File: src/hw/rtl/bcc_pkg.sv
// Shared types and constants for the button click classifier.
// Holds phase and event codes, register indexes, reset values and the
// timeout helper. No dependencies.
package bcc_pkg;

  localparam int unsigned TimeW  = 32;
  localparam int unsigned DurW   = 16;
  localparam int unsigned PhaseW = 3;
  localparam int unsigned EventW = 2;
  localparam int unsigned CfgIdxW = 2;

  // Phase codes
  localparam logic [PhaseW-1:0] PH_IDLE        = 3'd0;
  localparam logic [PhaseW-1:0] PH_DEB_PRESS   = 3'd1;
  localparam logic [PhaseW-1:0] PH_HOLD        = 3'd2;
  localparam logic [PhaseW-1:0] PH_DEB_RELEASE = 3'd3;
  localparam logic [PhaseW-1:0] PH_WAIT_DOUBLE = 3'd4;
  localparam logic [PhaseW-1:0] PH_DOUBLE_DONE = 3'd5;

  // Event codes
  localparam logic [EventW-1:0] EV_NONE   = 2'd0;
  localparam logic [EventW-1:0] EV_SHORT  = 2'd1;
  localparam logic [EventW-1:0] EV_LONG   = 2'd2;
  localparam logic [EventW-1:0] EV_DOUBLE = 2'd3;

  // Request types
  localparam logic REQ_POLL  = 1'b0;
  localparam logic REQ_CLEAR = 1'b1;

  // Register indexes
  localparam logic [CfgIdxW-1:0] REG_DEBOUNCE     = 2'd0;
  localparam logic [CfgIdxW-1:0] REG_LONG_PRESS   = 2'd1;
  localparam logic [CfgIdxW-1:0] REG_DOUBLE_CLICK = 2'd2;

  localparam logic [DurW-1:0] DEBOUNCE_RST     = 16'd20;
  localparam logic [DurW-1:0] LONG_PRESS_RST   = 16'd1000;
  localparam logic [DurW-1:0] DOUBLE_CLICK_RST = 16'd300;

  typedef struct packed {
    logic [DurW-1:0] debounce_ms;
    logic [DurW-1:0] long_press_ms;
    logic [DurW-1:0] double_click_ms;
  } bcc_cfg_t;

  typedef struct packed {
    logic [PhaseW-1:0] phase;
    logic [EventW-1:0] latched_event;
    logic [TimeW-1:0]  phase_start;
    logic [TimeW-1:0]  press_start;
    logic [TimeW-1:0]  aux_start;
    logic              aux_timing;
    logic              fired;
  } bcc_state_t;

  typedef struct packed {
    logic             req_type;
    logic             pressed;
    logic [TimeW-1:0] now_ms;
  } bcc_req_t;

  // The timeout is reached once the wrapped time since start reaches dur.
  function automatic logic elapsed(logic [TimeW-1:0] now, logic [TimeW-1:0] start,
                                   logic [DurW-1:0] dur);
    logic [TimeW-1:0] diff;
    diff = now - start;
    return {{(TimeW-DurW){1'b0}}, dur} <= diff;
  endfunction

endpackage

File: src/hw/rtl/bcc_ifs.sv
// Handshake channel interfaces for the button click classifier.
// Depends on bcc_pkg for field widths.
interface bcc_in_if;
  import bcc_pkg::*;
  logic             valid;
  logic             ready;
  logic             req_type;
  logic             pressed;
  logic [TimeW-1:0] now_ms;
  modport source (output valid, req_type, pressed, now_ms, input ready);
  modport sink (input valid, req_type, pressed, now_ms, output ready);
endinterface

interface bcc_out_if;
  import bcc_pkg::*;
  logic              valid;
  logic              ready;
  logic [EventW-1:0] event_code;
  logic [PhaseW-1:0] fsm_state;
  modport source (output valid, event_code, fsm_state, input ready);
  modport sink (input valid, event_code, fsm_state, output ready);
endinterface

interface bcc_cfg_if;
  import bcc_pkg::*;
  logic               valid;
  logic               ready;
  logic [CfgIdxW-1:0] index;
  logic [DurW-1:0]    data;
  modport source (output valid, index, data, input ready);
  modport sink (input valid, index, data, output ready);
endinterface

File: src/hw/rtl/bcc_step.sv
// Next-state logic of the click classifier for one request.
// Depends on bcc_pkg.
module bcc_step import bcc_pkg::*; (
  input  bcc_state_t cur,
  input  bcc_cfg_t   cfg,
  input  bcc_req_t   req,
  output bcc_state_t nxt
);

  logic deb_phase;
  logic deb_aux;
  logic long_hit;
  logic window_hit;

  assign deb_phase  = elapsed(req.now_ms, cur.phase_start, cfg.debounce_ms);
  assign deb_aux    = elapsed(req.now_ms, cur.aux_start, cfg.debounce_ms);
  assign long_hit   = elapsed(req.now_ms, cur.press_start, cfg.long_press_ms);
  assign window_hit = elapsed(req.now_ms, cur.phase_start, cfg.double_click_ms);

  always_comb begin
    nxt = cur;
    if (req.req_type == REQ_CLEAR) begin
      nxt.latched_event = EV_NONE;
    end else begin
      case (cur.phase)
        PH_IDLE: begin
          nxt.fired = 1'b0;
          nxt.aux_timing = 1'b0;
          if (req.pressed) begin
            nxt.phase = PH_DEB_PRESS;
            nxt.phase_start = req.now_ms;
          end
        end
        PH_DEB_PRESS: begin
          if (!req.pressed) begin
            nxt.phase = PH_IDLE;
          end else if (deb_phase) begin
            nxt.phase = PH_HOLD;
            nxt.press_start = req.now_ms;
          end
        end
        PH_HOLD: begin
          if (req.pressed) begin
            if (long_hit && !cur.fired) begin
              nxt.latched_event = EV_LONG;
              nxt.fired = 1'b1;
            end
          end else begin
            nxt.phase = PH_DEB_RELEASE;
            nxt.phase_start = req.now_ms;
          end
        end
        PH_DEB_RELEASE: begin
          if (req.pressed) begin
            nxt.phase = PH_HOLD;
          end else if (deb_phase) begin
            if (cur.fired) begin
              nxt.phase = PH_IDLE;
            end else begin
              nxt.phase = PH_WAIT_DOUBLE;
              nxt.phase_start = req.now_ms;
              nxt.aux_timing = 1'b0;
            end
          end
        end
        PH_WAIT_DOUBLE: begin
          if (req.pressed) begin
            if (!cur.aux_timing) begin
              nxt.aux_timing = 1'b1;
              nxt.aux_start = req.now_ms;
            end else if (deb_aux && !cur.fired) begin
              nxt.latched_event = EV_DOUBLE;
              nxt.fired = 1'b1;
              nxt.phase = PH_DOUBLE_DONE;
              nxt.aux_timing = 1'b0;
            end
          end else begin
            nxt.aux_timing = 1'b0;
            if (window_hit && !cur.fired) begin
              nxt.latched_event = EV_SHORT;
              nxt.phase = PH_IDLE;
            end
          end
        end
        PH_DOUBLE_DONE: begin
          if (req.pressed) begin
            nxt.aux_timing = 1'b0;
          end else if (!cur.aux_timing) begin
            nxt.aux_timing = 1'b1;
            nxt.aux_start = req.now_ms;
          end else if (deb_aux) begin
            nxt.phase = PH_IDLE;
            nxt.aux_timing = 1'b0;
          end
        end
        default: begin
          nxt.phase = PH_IDLE;
          nxt.aux_timing = 1'b0;
        end
      endcase
    end
  end

endmodule

File: src/hw/rtl/button_click_classifier_top.sv
// Top level of the button click classifier: request register, state update
// and result register. Depends on bcc_pkg, bcc_ifs and bcc_step.
//
//   channel | dir | payload                        | handshake
//   req     | in  | req_type, pressed, now_ms      | valid/ready
//   rsp     | out | event_code, fsm_state          | valid/ready
//   cfg     | in  | index, data (16 bit)           | valid/ready, ready always high
//
// One request per cycle is sustained while the result is not stalled; a result
// leaves through the request register, then the result register.
// The state update is a single pass of the phase machine and four 32-bit
// wrapped-difference compares between those two registers.
// Synchronous reset returns the phase machine, the event, both valid flags and
// the configuration registers to defaults; a stalled result holds each full stage.
module button_click_classifier_top import bcc_pkg::*; (
  input  logic       clk,
  input  logic       rst,
  bcc_in_if.sink     req,
  bcc_out_if.source  rsp,
  bcc_cfg_if.sink    cfg
);

  bcc_cfg_t   cfg_regs;
  bcc_state_t st;
  bcc_state_t st_next;
  bcc_req_t   req_q;
  logic       req_q_valid;
  logic       out_valid;
  logic [EventW-1:0] out_event;
  logic [PhaseW-1:0] out_phase;
  logic       out_load;
  logic       do_step;

  assign cfg.ready = 1'b1;

  always_ff @(posedge clk) begin
    if (rst) begin
      cfg_regs.debounce_ms     <= DEBOUNCE_RST;
      cfg_regs.long_press_ms   <= LONG_PRESS_RST;
      cfg_regs.double_click_ms <= DOUBLE_CLICK_RST;
    end else if (cfg.valid) begin
      case (cfg.index)
        REG_DEBOUNCE:     cfg_regs.debounce_ms <= cfg.data;
        REG_LONG_PRESS:   cfg_regs.long_press_ms <= cfg.data;
        REG_DOUBLE_CLICK: cfg_regs.double_click_ms <= cfg.data;
        default: ;
      endcase
    end
  end

  // The result register takes a new value when it is empty or being drained.
  assign out_load  = !out_valid || rsp.ready;
  assign do_step   = req_q_valid && out_load;
  assign req.ready = !req_q_valid || out_load;

  always_ff @(posedge clk) begin
    if (rst) begin
      req_q_valid <= 1'b0;
    end else if (req.ready) begin
      req_q_valid <= req.valid;
    end
  end

  always_ff @(posedge clk) begin
    if (req.ready && req.valid) begin
      req_q.req_type <= req.req_type;
      req_q.pressed  <= req.pressed;
      req_q.now_ms   <= req.now_ms;
    end
  end

  bcc_step u_step (
    .cur (st),
    .cfg (cfg_regs),
    .req (req_q),
    .nxt (st_next)
  );

  always_ff @(posedge clk) begin
    if (rst) begin
      st <= '0;
    end else if (do_step) begin
      st <= st_next;
    end
  end

  always_ff @(posedge clk) begin
    if (rst) begin
      out_valid <= 1'b0;
    end else if (out_load) begin
      out_valid <= req_q_valid;
    end
  end

  always_ff @(posedge clk) begin
    if (do_step) begin
      out_event <= st_next.latched_event;
      out_phase <= st_next.phase;
    end
  end

  assign rsp.valid      = out_valid;
  assign rsp.event_code = out_event;
  assign rsp.fsm_state  = out_phase;

  // A processed clear request always leaves the event at none.
  a_clear_event: assert property (@(posedge clk) disable iff (rst)
    do_step && req_q.req_type == REQ_CLEAR |=> st.latched_event == EV_NONE)
    else $error("clear request did not reset the latched event");

  // State only moves when a request is processed.
  a_state_hold: assert property (@(posedge clk) disable iff (rst)
    !do_step |=> $stable(st))
    else $error("state changed without a processed request");

  // A result appears only for a request held in the request register.
  a_out_source: assert property (@(posedge clk) disable iff (rst)
    $rose(out_valid) |-> $past(req_q_valid))
    else $error("result raised without a pending request");

  // The final release after a double click is only reached with the event fired.
  a_double_fired: assert property (@(posedge clk) disable iff (rst)
    st.phase == PH_DOUBLE_DONE |-> st.fired)
    else $error("double-done phase without fired flag");

endmodule
File: src/flat_wrapper.sv
// flat-port wrapper written by rule: the top's interface ports become plain ports
module button_click_classifier_top_flat import bcc_pkg::*;
  (clk, rst, req_valid, req_req_type, req_pressed, req_now_ms, req_ready, rsp_valid, rsp_event_code, rsp_fsm_state, rsp_ready, cfg_valid, cfg_index, cfg_data, cfg_ready);
  bcc_in_if req_i ();
  bcc_out_if rsp_i ();
  bcc_cfg_if cfg_i ();
  input  logic clk;
  input  logic rst;
  input wire logic [$bits(req_i.valid)-1:0] req_valid;
  input wire logic [$bits(req_i.req_type)-1:0] req_req_type;
  input wire logic [$bits(req_i.pressed)-1:0] req_pressed;
  input wire logic [$bits(req_i.now_ms)-1:0] req_now_ms;
  output wire logic [$bits(req_i.ready)-1:0] req_ready;
  output wire logic [$bits(rsp_i.valid)-1:0] rsp_valid;
  output wire logic [$bits(rsp_i.event_code)-1:0] rsp_event_code;
  output wire logic [$bits(rsp_i.fsm_state)-1:0] rsp_fsm_state;
  input wire logic [$bits(rsp_i.ready)-1:0] rsp_ready;
  input wire logic [$bits(cfg_i.valid)-1:0] cfg_valid;
  input wire logic [$bits(cfg_i.index)-1:0] cfg_index;
  input wire logic [$bits(cfg_i.data)-1:0] cfg_data;
  output wire logic [$bits(cfg_i.ready)-1:0] cfg_ready;
  assign req_i.valid = req_valid;
  assign req_i.req_type = req_req_type;
  assign req_i.pressed = req_pressed;
  assign req_i.now_ms = req_now_ms;
  assign req_ready = req_i.ready;
  assign rsp_valid = rsp_i.valid;
  assign rsp_event_code = rsp_i.event_code;
  assign rsp_fsm_state = rsp_i.fsm_state;
  assign rsp_i.ready = rsp_ready;
  assign cfg_i.valid = cfg_valid;
  assign cfg_i.index = cfg_index;
  assign cfg_i.data = cfg_data;
  assign cfg_ready = cfg_i.ready;
  button_click_classifier_top u_core (.clk(clk), .rst(rst), .req(req_i), .rsp(rsp_i), .cfg(cfg_i));
endmodule
File: config.mk
export PLATFORM = sky130hd
export DESIGN_NAME = button_click_classifier_top_flat
export DESIGN_NICKNAME = d
export VERILOG_FILES = /design/src/hw/rtl/bcc_pkg.sv /design/src/hw/rtl/bcc_ifs.sv /design/src/hw/rtl/bcc_step.sv /design/src/hw/rtl/button_click_classifier_top.sv /design/src/flat_wrapper.sv
export SDC_FILE = /design/constraint.sdc
export NUM_CORES = 1
export LEC_CHECK = 0
export ABC_AREA = 0
export BUFFER_PORTS_ARGS = -buffer_cell sky130_fd_sc_hd__buf_2
export CAP_MARGIN = 40
export CORE_MARGIN = 4
export CORE_UTILIZATION = 35
export CTS_BUF_LIST = sky130_fd_sc_hd__clkbuf_16
export DETAILED_ROUTE_END_ITERATION = 12
export GPL_TIMING_DRIVEN = 0
export SKIP_LAST_GASP = 1
export SYNTH_ARGS = -nofsm -noshare
export SYNTH_HDL_FRONTEND = slang
export SYNTH_HIERARCHICAL = 1
export SYNTH_SLANG_ARGS = --single-unit
File: constraint.sdc
create_clock -name clk -period 4.8 [get_ports clk]
set_input_delay 0.48 -clock clk [delete_from_list [all_inputs] [get_ports clk]]
set_output_delay 0.48 -clock clk [all_outputs]
set_load 0.03 [all_outputs]
==> results of run 1 <==
==> timing repair <==
item	CTS	global route
endpoints found under the setup margin	68	70
gates resized for setup	91	57
pin swaps	46	69
setup buffers	60	24
gates cloned	2	0
hold buffers	0	0
==> layer usage <==
layer / GRT usage [%] / vias to the layer above / wire length (microns)
met2: 37.6 / 488 / 28400
met5: 0 / - / 0
li1: - / 7902 / -
met4: 7.42 / 0 / 2160
met1: 24.9 / 7897 / 23800
met3: 2.13 / 119 / 2420
==> path summary, 6_finish.rpt <==
path / endpoint / depth (start not counted)
hold reg to reg: u_core/cfg_regs[0] / 2
setup / recovery: u_core/rsp.event_code[1] / 22
setup reg to reg: u_core/rsp.event_code[1] / 22
hold / removal: u_core/req_q[25] / 1
==> layout make-up <==
class                      instances  share of cell area [%]
tap                              615                    3.80
clock buffer                      17                    2.10
clock inverter                    15                   0.699
antenna                            1                  0.0124
buffer                           105                    2.76
inverter                         121                    2.26
timing repair buffer             149                    5.22
multi-input combinational       1674                    62.2
sequential                       192                    20.9
==> stage by stage <==
stage | cell area (sq um) | total power, mW | instances | TNS (ns)
global placement | 18200 | 2.86 | 2774 | -20.42
finish | 20200 | 4.46 | 2889 | -5.68
CTS | 19700 | 4.42 | 2869 | -6.10
floorplan | 17100 | 2.56 | 2097 | -0.124
global route | 20200 | 4.67 | 2888 | -7.54
detailed placement | 18200 | 2.89 | 2779 | -21.03
==> flip-flops by register name, indices dropped and copies added (netlist names) <==
| signal | count |
|---|---|
| u_core/st | 103 |
| u_core/req_q | 34 |
| u_core/req_q_valid | 1 |
| u_core/rsp.event_code | 2 |
| u_core/rsp.fsm_state | 3 |
| u_core/cfg_regs | 48 |
| u_core/rsp.valid | 1 |
==> worst max-delay path: stages (launching register included) <==
cell and delay [ns]:
edfxtp_1 0.49, buf_6 0.18, buf_4 0.14, ha_4 0.21, nor2b_4 0.13, o31a_1 0.28
a211oi_2 0.28, a21o_1 0.18, and2_4 0.16, o21ai_2 0.07, xnor2_2 0.19, ha_1 0.33
nand4_1 0.14, buf_6 0.17, a2111oi_4 0.37, nor4b_4 0.12, a2111o_1 0.36, or4_4 0.43
nor4_4 0.18, a41oi_2 0.23, nand2_1 0.13, nor2_1 0.05, o311a_1 0.38
==> cells in the mapped netlist (6+ instances only) <==
cell	instances	area share, %
nand2b_1	231	8.5
nand2_1	201	4.4
a21oi_1	178	5.2
ha_1	157	12
dfxtp_1	153	18
mux2i_1	131	7.7
inv_1	121	2.7
o21ai_0	103	3.0
nor2_1	88	1.9
clkbuf_1	74	1.6
a21o_1	55	2.4
edfxtp_1	39	6.9
mux2_2	36	2.4
o21ai_1	32	0.94
nand3_1	30	0.88
nor3_1	30	0.88
xor2_1	30	1.5
nand4_1	27	0.99
o21a_1	25	1.1
xnor2_1	24	1.2
o211ai_1	18	0.79
a211oi_1	16	0.70
a221oi_1	15	0.77
and2_1	15	0.55
a222oi_1	14	0.82
a22o_1	14	0.72
buf_2	14	0.41
buf_4	13	0.57
o21bai_1	13	0.57
nor2b_1	12	0.44
and3_1	11	0.40
a21boi_0	10	0.44
a2bb2oi_1	10	0.51
buf_6	9	0.59
a221o_1	8	0.47
nand3b_1	7	0.31
a211o_1	6	0.31
a22oi_1	6	0.26
a31oi_1	6	0.22
and4_1	6	0.31
o31ai_1	6	0.26
or2_2	6	0.22
or4_1	6	0.26
==> layout by cell type (no fill, tap or decap), types with 8 or more instances in the layout <==
master,Yosys,layout
a211oi_1,16,14
a21boi_0,10,9
a21o_1,55,54
a21oi_1,178,165
a21oi_2,2,10
a221o_1,8,8
a221oi_1,15,13
a222oi_1,14,14
a22o_1,14,14
a2bb2oi_1,10,10
and2_1,15,13
and3_1,11,11
buf_2,14,76
buf_4,13,85
buf_6,9,15
clkbuf_1,74,69
clkbuf_16,0,17
dfxtp_1,153,153
edfxtp_1,39,39
ha_1,157,140
ha_4,0,16
inv_1,121,119
mux2_2,36,36
mux2i_1,131,131
nand2_1,201,198
nand2b_1,231,229
nand3_1,30,29
nand4_1,27,27
nor2_1,88,81
nor2b_1,12,9
nor3_1,30,30
o211ai_1,18,18
o21a_1,25,24
o21ai_0,103,94
o21ai_1,32,33
o21bai_1,13,11
xnor2_1,24,18
xor2_1,30,28
==> power groups by stage <==
stage | Sequential (mW) | Combinational (mW) | Clock [mW]
after floorplan | 1.77 | 0.792 | 0
after global placement | 1.81 | 1.05 | 0
after detailed placement | 1.81 | 1.08 | 0
after CTS | 1.76 | 1.19 | 1.47
after global routing | 1.76 | 1.39 | 1.52
final | 1.75 | 1.28 | 1.43
==> kinds of logic after synthesis <==
kind of cell               Yosys count
other                                1
xor gates and xnor gates            54
DFF                                192
and+or+nand+nor                    696
AOI/OAI and AO/OA                  590
muxes                              173
buffers and inverters              231
adders and majority gates          160
==> results.yml, run 1 <==
power:
  leakage_nw: 7.70
  p_sw_share_pct: 34.6
  ir_worst_vdd_mv: 0.187
  pwr-share-clk_pct: 32.1
  combinationalPowerShare_pct: 28.6
  seqPwrFrac_pct: 39.3
  cellPowerDensity_nw_per_um2: 220
  p_sw_mw: 1.54
  p_int_mw: 2.92
clocking:
  cts-root-buf: "clkbuf_16"
  clk_pin_slew_ns: 0.08
  cts_max_level: 4
  cts.sinks: 192
  clk_latency_ns: 0.46
  clockBufferDepth: 2
  numCtsBuffers: 17
  tritoncts: "yes"
setup_path:
  cp_max_fo: 4
  cp.required_ns: 5.00
  start_kind: "register"
  rr_startpoint: "u_core/req_q[1]"
  r2r_slack_ns: -0.69
  startpoint: "u_core/req_q[1]"
  worstSetupPathType: "register to register"
  worstPathArrival_ns: 5.68
  endpoint_kind: "register"
timing:
  hold_ws_ns: 0.186
  layout_setup_ws_ns: -0.685
  tightest_slew_ns: 0.972
  fin_worst_skew_ns: 0.00995
  slew_headroom_pct: 34.7
  hold_viol: 0
  period_minus_slack_ns: 5.49
  maxSlewViolCount: 0
  finalCritPeriodShare_pct: 114
  max_freq_mhz: 182
  setup_viol: 10
  rsz0062_at_grt: "true"
floorplanning:
  start_util_pct: 35.6
  pin_count: 65
  fp-row-count: 80
  die_h_microns: 229
  dieArea_sq_um: 52300
  die_width_microns: 229
  core_sq_um: 47900
detailed_routing:
  wirelength_microns: 56800
  drt-initial-drc-count: 1330
  vias: 16406
  routedWlPerCell_microns: 19.7
  drc: 0
  first_pass_iters: 6
  viasPerCell: 5.68
  postRouteAntennaNets: 0
run:
  drv_cap: 0
layout:
  drive_above_1_share_pct: 16.3
  layout.nets: 2477
  multi_input_area_sq_um: 12600
  final_core_util_pct: 42.2
  n_fill_cell: 4648
  seq_area_sq_um: 4230
  syn2layout_area_growth_pct: 18.6
synth:
  synthXorXnorAreaFrac_pct: 2.77
  netlist_area_sq_um: 17100
  synth-seq-cells: 192
  async_flop_share_pct: 0
  synth_edf_count: 39
  avgSynthCellArea_sq_um: 8.14
  synth_compound_area_share_pct: 22.7
  synth_flop_cell: "dfxtp_1"
  synth_cells: 2097
  synth-seq-area-share_pct: 24.8
  synth_fp_nets: 2314
  synth_top_family_by_area: "compound AO/OA/AOI/OAI gates"
  synthAdderAreaFrac_pct: 11.9
  ys_types: 91
  synthMuxAreaShare_pct: 10.5
  ys_warn_count: 6
  synth-simple-area-share_pct: 21.4
grt:
  track_usage_pct: 20.6
  first_global_vias: 15766
  grt_pass1_wl_microns: 86500
  antenna_found_initial: 0
  grt_overflow_total: 0
  grt_max_degree: 25
place:
  dp_slack_ns: -1.43
  gp_congestion: 0.913
  numPortBuffers: 62
  dp_hpwl_microns: 43100
outcome:
  failed_checks: "setup timing"
  run_status: "finished, violations left"
worst_hold_path:
  hp-class: "primary input to register"
  holdCritStartpoint: "req_now_ms[25]"
Power figures use the tool's default switching activity.
==> inputs of run 2 (changes only) <==
--- a/config.mk
+++ b/config.mk
@@ -8,13 +8,15 @@
 export ABC_AREA = 0
 export BUFFER_PORTS_ARGS = -buffer_cell sky130_fd_sc_hd__buf_2
 export CAP_MARGIN = 40
+export CELL_PAD_IN_SITES_DETAIL_PLACEMENT = 0
+export CELL_PAD_IN_SITES_GLOBAL_PLACEMENT = 2
 export CORE_MARGIN = 4
 export CORE_UTILIZATION = 35
 export CTS_BUF_LIST = sky130_fd_sc_hd__clkbuf_16
 export DETAILED_ROUTE_END_ITERATION = 12
 export GPL_TIMING_DRIVEN = 0
+export PLACE_DENSITY_LB_ADDON = 0.1
 export SKIP_LAST_GASP = 1
 export SYNTH_ARGS = -nofsm -noshare
 export SYNTH_HDL_FRONTEND = slang
-export SYNTH_HIERARCHICAL = 1
 export SYNTH_SLANG_ARGS = --single-unit
==> run 2 against run 1 <==
Net effect:
- area after synthesis fell by 14%
- cell area decreased by 14%
- the flow still finishes with violations (setup timing)
- cell count shrank 12%
- maximum frequency rose by 10%
- setup slack improved by 0.52 ns
- first-iteration DRC count fell by 31%
- highest routed layer unchanged
- sequential power hardly changed
- synthesized cell count is 12% lower
==> results.yml, run 2 <==
outcome:
  run_status: "finished, violations left"
  failed_checks: "setup timing"
floorplanning:
  die_width_microns: 212
  die_h_microns: 212
  start_util_pct: 35.6
  dieArea_sq_um: 45100
  pin_count: 65
  core_sq_um: 41100
  fp-row-count: 74
power:
  cellPowerDensity_nw_per_um2: 250
  ir_worst_vdd_mv: 0.213
  leakage_nw: 6.85
  combinationalPowerShare_pct: 24.7
  p_sw_mw: 1.50
  finalPower_mw: 4.37
  p_int_mw: 2.86
  seqPwrFrac_pct: 40.1
  pwr-share-clk_pct: 35.2
  p_sw_share_pct: 34.4
synth:
  synth_top_cells_by_count: "nand2_1, a21oi_1, ha_1, nor2_1, dfxtp_1"
  synth_edf_count: 39
  async_flop_share_pct: 0
  ys_warn_count: 0
  synth_area_leaders: "dfxtp_1, ha_1, edfxtp_1"
  synth_top_cell_by_area: "dfxtp_1"
  yosysTopAreaCellShare_pct: 20.9
  netlist_area_sq_um: 14600
  synth_cells: 1837
  synth-seq-area-share_pct: 28.9
  synth_flop_cell: "dfxtp_1"
  ys_types: 103
  avgSynthCellArea_sq_um: 7.96
  synth_fp_nets: 2054
  post-synth-top-count-cell: "nand2_1"
  synth-seq-cells: 192
grt:
  antenna_found_initial: 1
  grt_overflow_total: 0
  grt_pass1_wl_microns: 78100
  first_global_vias: 13090
  grt_max_degree: 22
  track_usage_pct: 22.7
clocking:
  tritoncts: "yes"
  clk_latency_ns: 0.50
  cts.sinks: 192
  cts-root-buf: "clkbuf_16"
  numCtsBuffers: 17
  clk_pin_slew_ns: 0.09
  cts_max_level: 4
  clockBufferDepth: 2
timing:
  setup_tns_ns: -1.29
  slew_headroom_pct: 43.3
  tightest_slew_ns: 0.850
  finalCritPeriodShare_pct: 103
  setup_viol: 32
  rsz0062_at_grt: "true"
  layout_setup_ws_ns: -0.166
  hold_viol: 0
  max_freq_mhz: 201
  hold_ws_ns: 0.145
  fin_worst_skew_ns: 0.0153
  period_minus_slack_ns: 4.97
  maxSlewViolCount: 0
setup_path:
  crit_path_max_incr_delay_ns: 0.51
  cp_max_fo: 4
  worstPathArrival_ns: 5.30
  crit_path_end: "u_core.rsp.fsm_state[0]"
  start_kind: "register"
  critPathBufInv: 3
  r2r_slack_ns: -0.17
  cpMaxStageDelayCell: "or4_4"
  rr_startpoint: "u_core.req_q[1]"
  endpoint_kind: "register"
  cp_top_family: "simple AND/OR/NAND/NOR gates"
  path_cells: "clkinvlp_4 -> buf_6 -> fa_2 -> nand2b_4 -> a21oi_4 -> o2111ai_2 -> nand2_2 -> a21o_1 -> a21oi_2 -> xor2_1 -> ha_1 -> nand4_1 -> buf_4 -> nor4_4 -> a221o_1 -> or4_4 -> a2111oi_4 -> nand4_1 -> or4_4 -> nand2_4 -> o221ai_4 -> a31oi_2"
  r2r_cells: 22
  worstReg2RegEnd: "u_core.rsp.fsm_state[0]"
  worstSetupPathType: "register to register"
  startpoint: "u_core.req_q[1]"
  cp.required_ns: 5.14
  cp.depth: 22
layout:
  final_common_cell: "nand2_1"
  regMostFlops: "u_core.st"
  final_core_util_pct: 42.4
  fin_area_sq_um: 17400
  drive_above_1_share_pct: 16.5
  layout.nets: 2205
  final_cell_mix: "nand2_1, a21oi_1, nor2_1, dfxtp_1, ha_1"
  largest_reg_flops: 103
  instances_no_fill: 2533
  reg_top3: "u_core.st x103, u_core.cfg_regs x48, u_core.req_q x34"
  syn2layout_area_growth_pct: 19.2
  diodes: 0
run:
  drv_cap: 0
worst_hold_path:
  min_path_cells: 1
  hp-class: "primary input to register"
  holdCritStartpoint: "req_now_ms[7]"
detailed_routing:
  vias: 13590
  routedWlPerCell_microns: 20.1
  drc: 0
  viasPerCell: 5.37
  drt-initial-drc-count: 919
  first_pass_iters: 5
  wirelength_microns: 51000
  postRouteAntennaNets: 0
place:
  placed_cells: 2435
  dp_hpwl_microns: 39900
  numPortBuffers: 62
  dpl_cell_area_sq_um: 15700
  gp_congestion: 0.902
  dp_slack_ns: -1.16
## run 2: power by group through the flow
stage / sequential (mW) / clock [mW] / combinational, mW
finish: 1.75 / 1.54 / 1.08
global route: 1.76 / 1.65 / 1.19
CTS: 1.75 / 1.60 / 1.04
detailed placement: 1.80 / 0 / 0.947
global placement: 1.80 / 0 / 0.934
floorplan: 1.76 / 0 / 0.671
## run 2: cell families after synthesis
logic type               count (synthesis)  synth area share, %
AO/OA/AOI/OAI                          485                 21.3
other                                    1               0.0256
XOR/XNOR                                64                 3.83
AND/OR/NAND/NOR                        670                 21.5
flip-flops                             192                 28.9
buffers and inverters                  197                 5.90
multiplexers                            68                 4.66
adder cells (fa/ha/maj)                160                 13.8
## run 2: how the worst min path moves through the flow
stage	endpoint
after floorplan	u_core.cfg_regs[0]
after global placement	u_core.st[7]
after detailed placement	u_core.st[14]
after CTS	u_core.req_q[7]
after global routing	u_core.req_q[7]
final	u_core.req_q[7]
## run 2: final cells by class
| cell class | count | area [sq um] |
|---|---|---|
| sequential | 192 | 4230 |
| clock buffer | 17 | 425 |
| timing repair buffer | 134 | 966 |
| clock inverter | 15 | 190 |
| multi-input combinational | 1448 | 10100 |
| fill | 4341 | 23700 |
| tap | 532 | 666 |
| inverter | 117 | 445 |
| buffer | 78 | 422 |
## run 2: metal layers
layer	wire length [microns]	vias to the layer above	global-route usage, %
li1	-	6882	-
met1	24800	6460	31.9
met2	24000	215	37.1
met3	1560	33	3.26
met4	613	0	5.44
met5	0	-	0
## run 2: what timing repair did
item                                    4_1_cts  5_1_grt
resized for setup                            76       49
hold buffers                                  0        0
pin swaps                                    51       38
endpoints found under the setup margin       76       75
setup buffers                                56       10
cloned                                        0        3
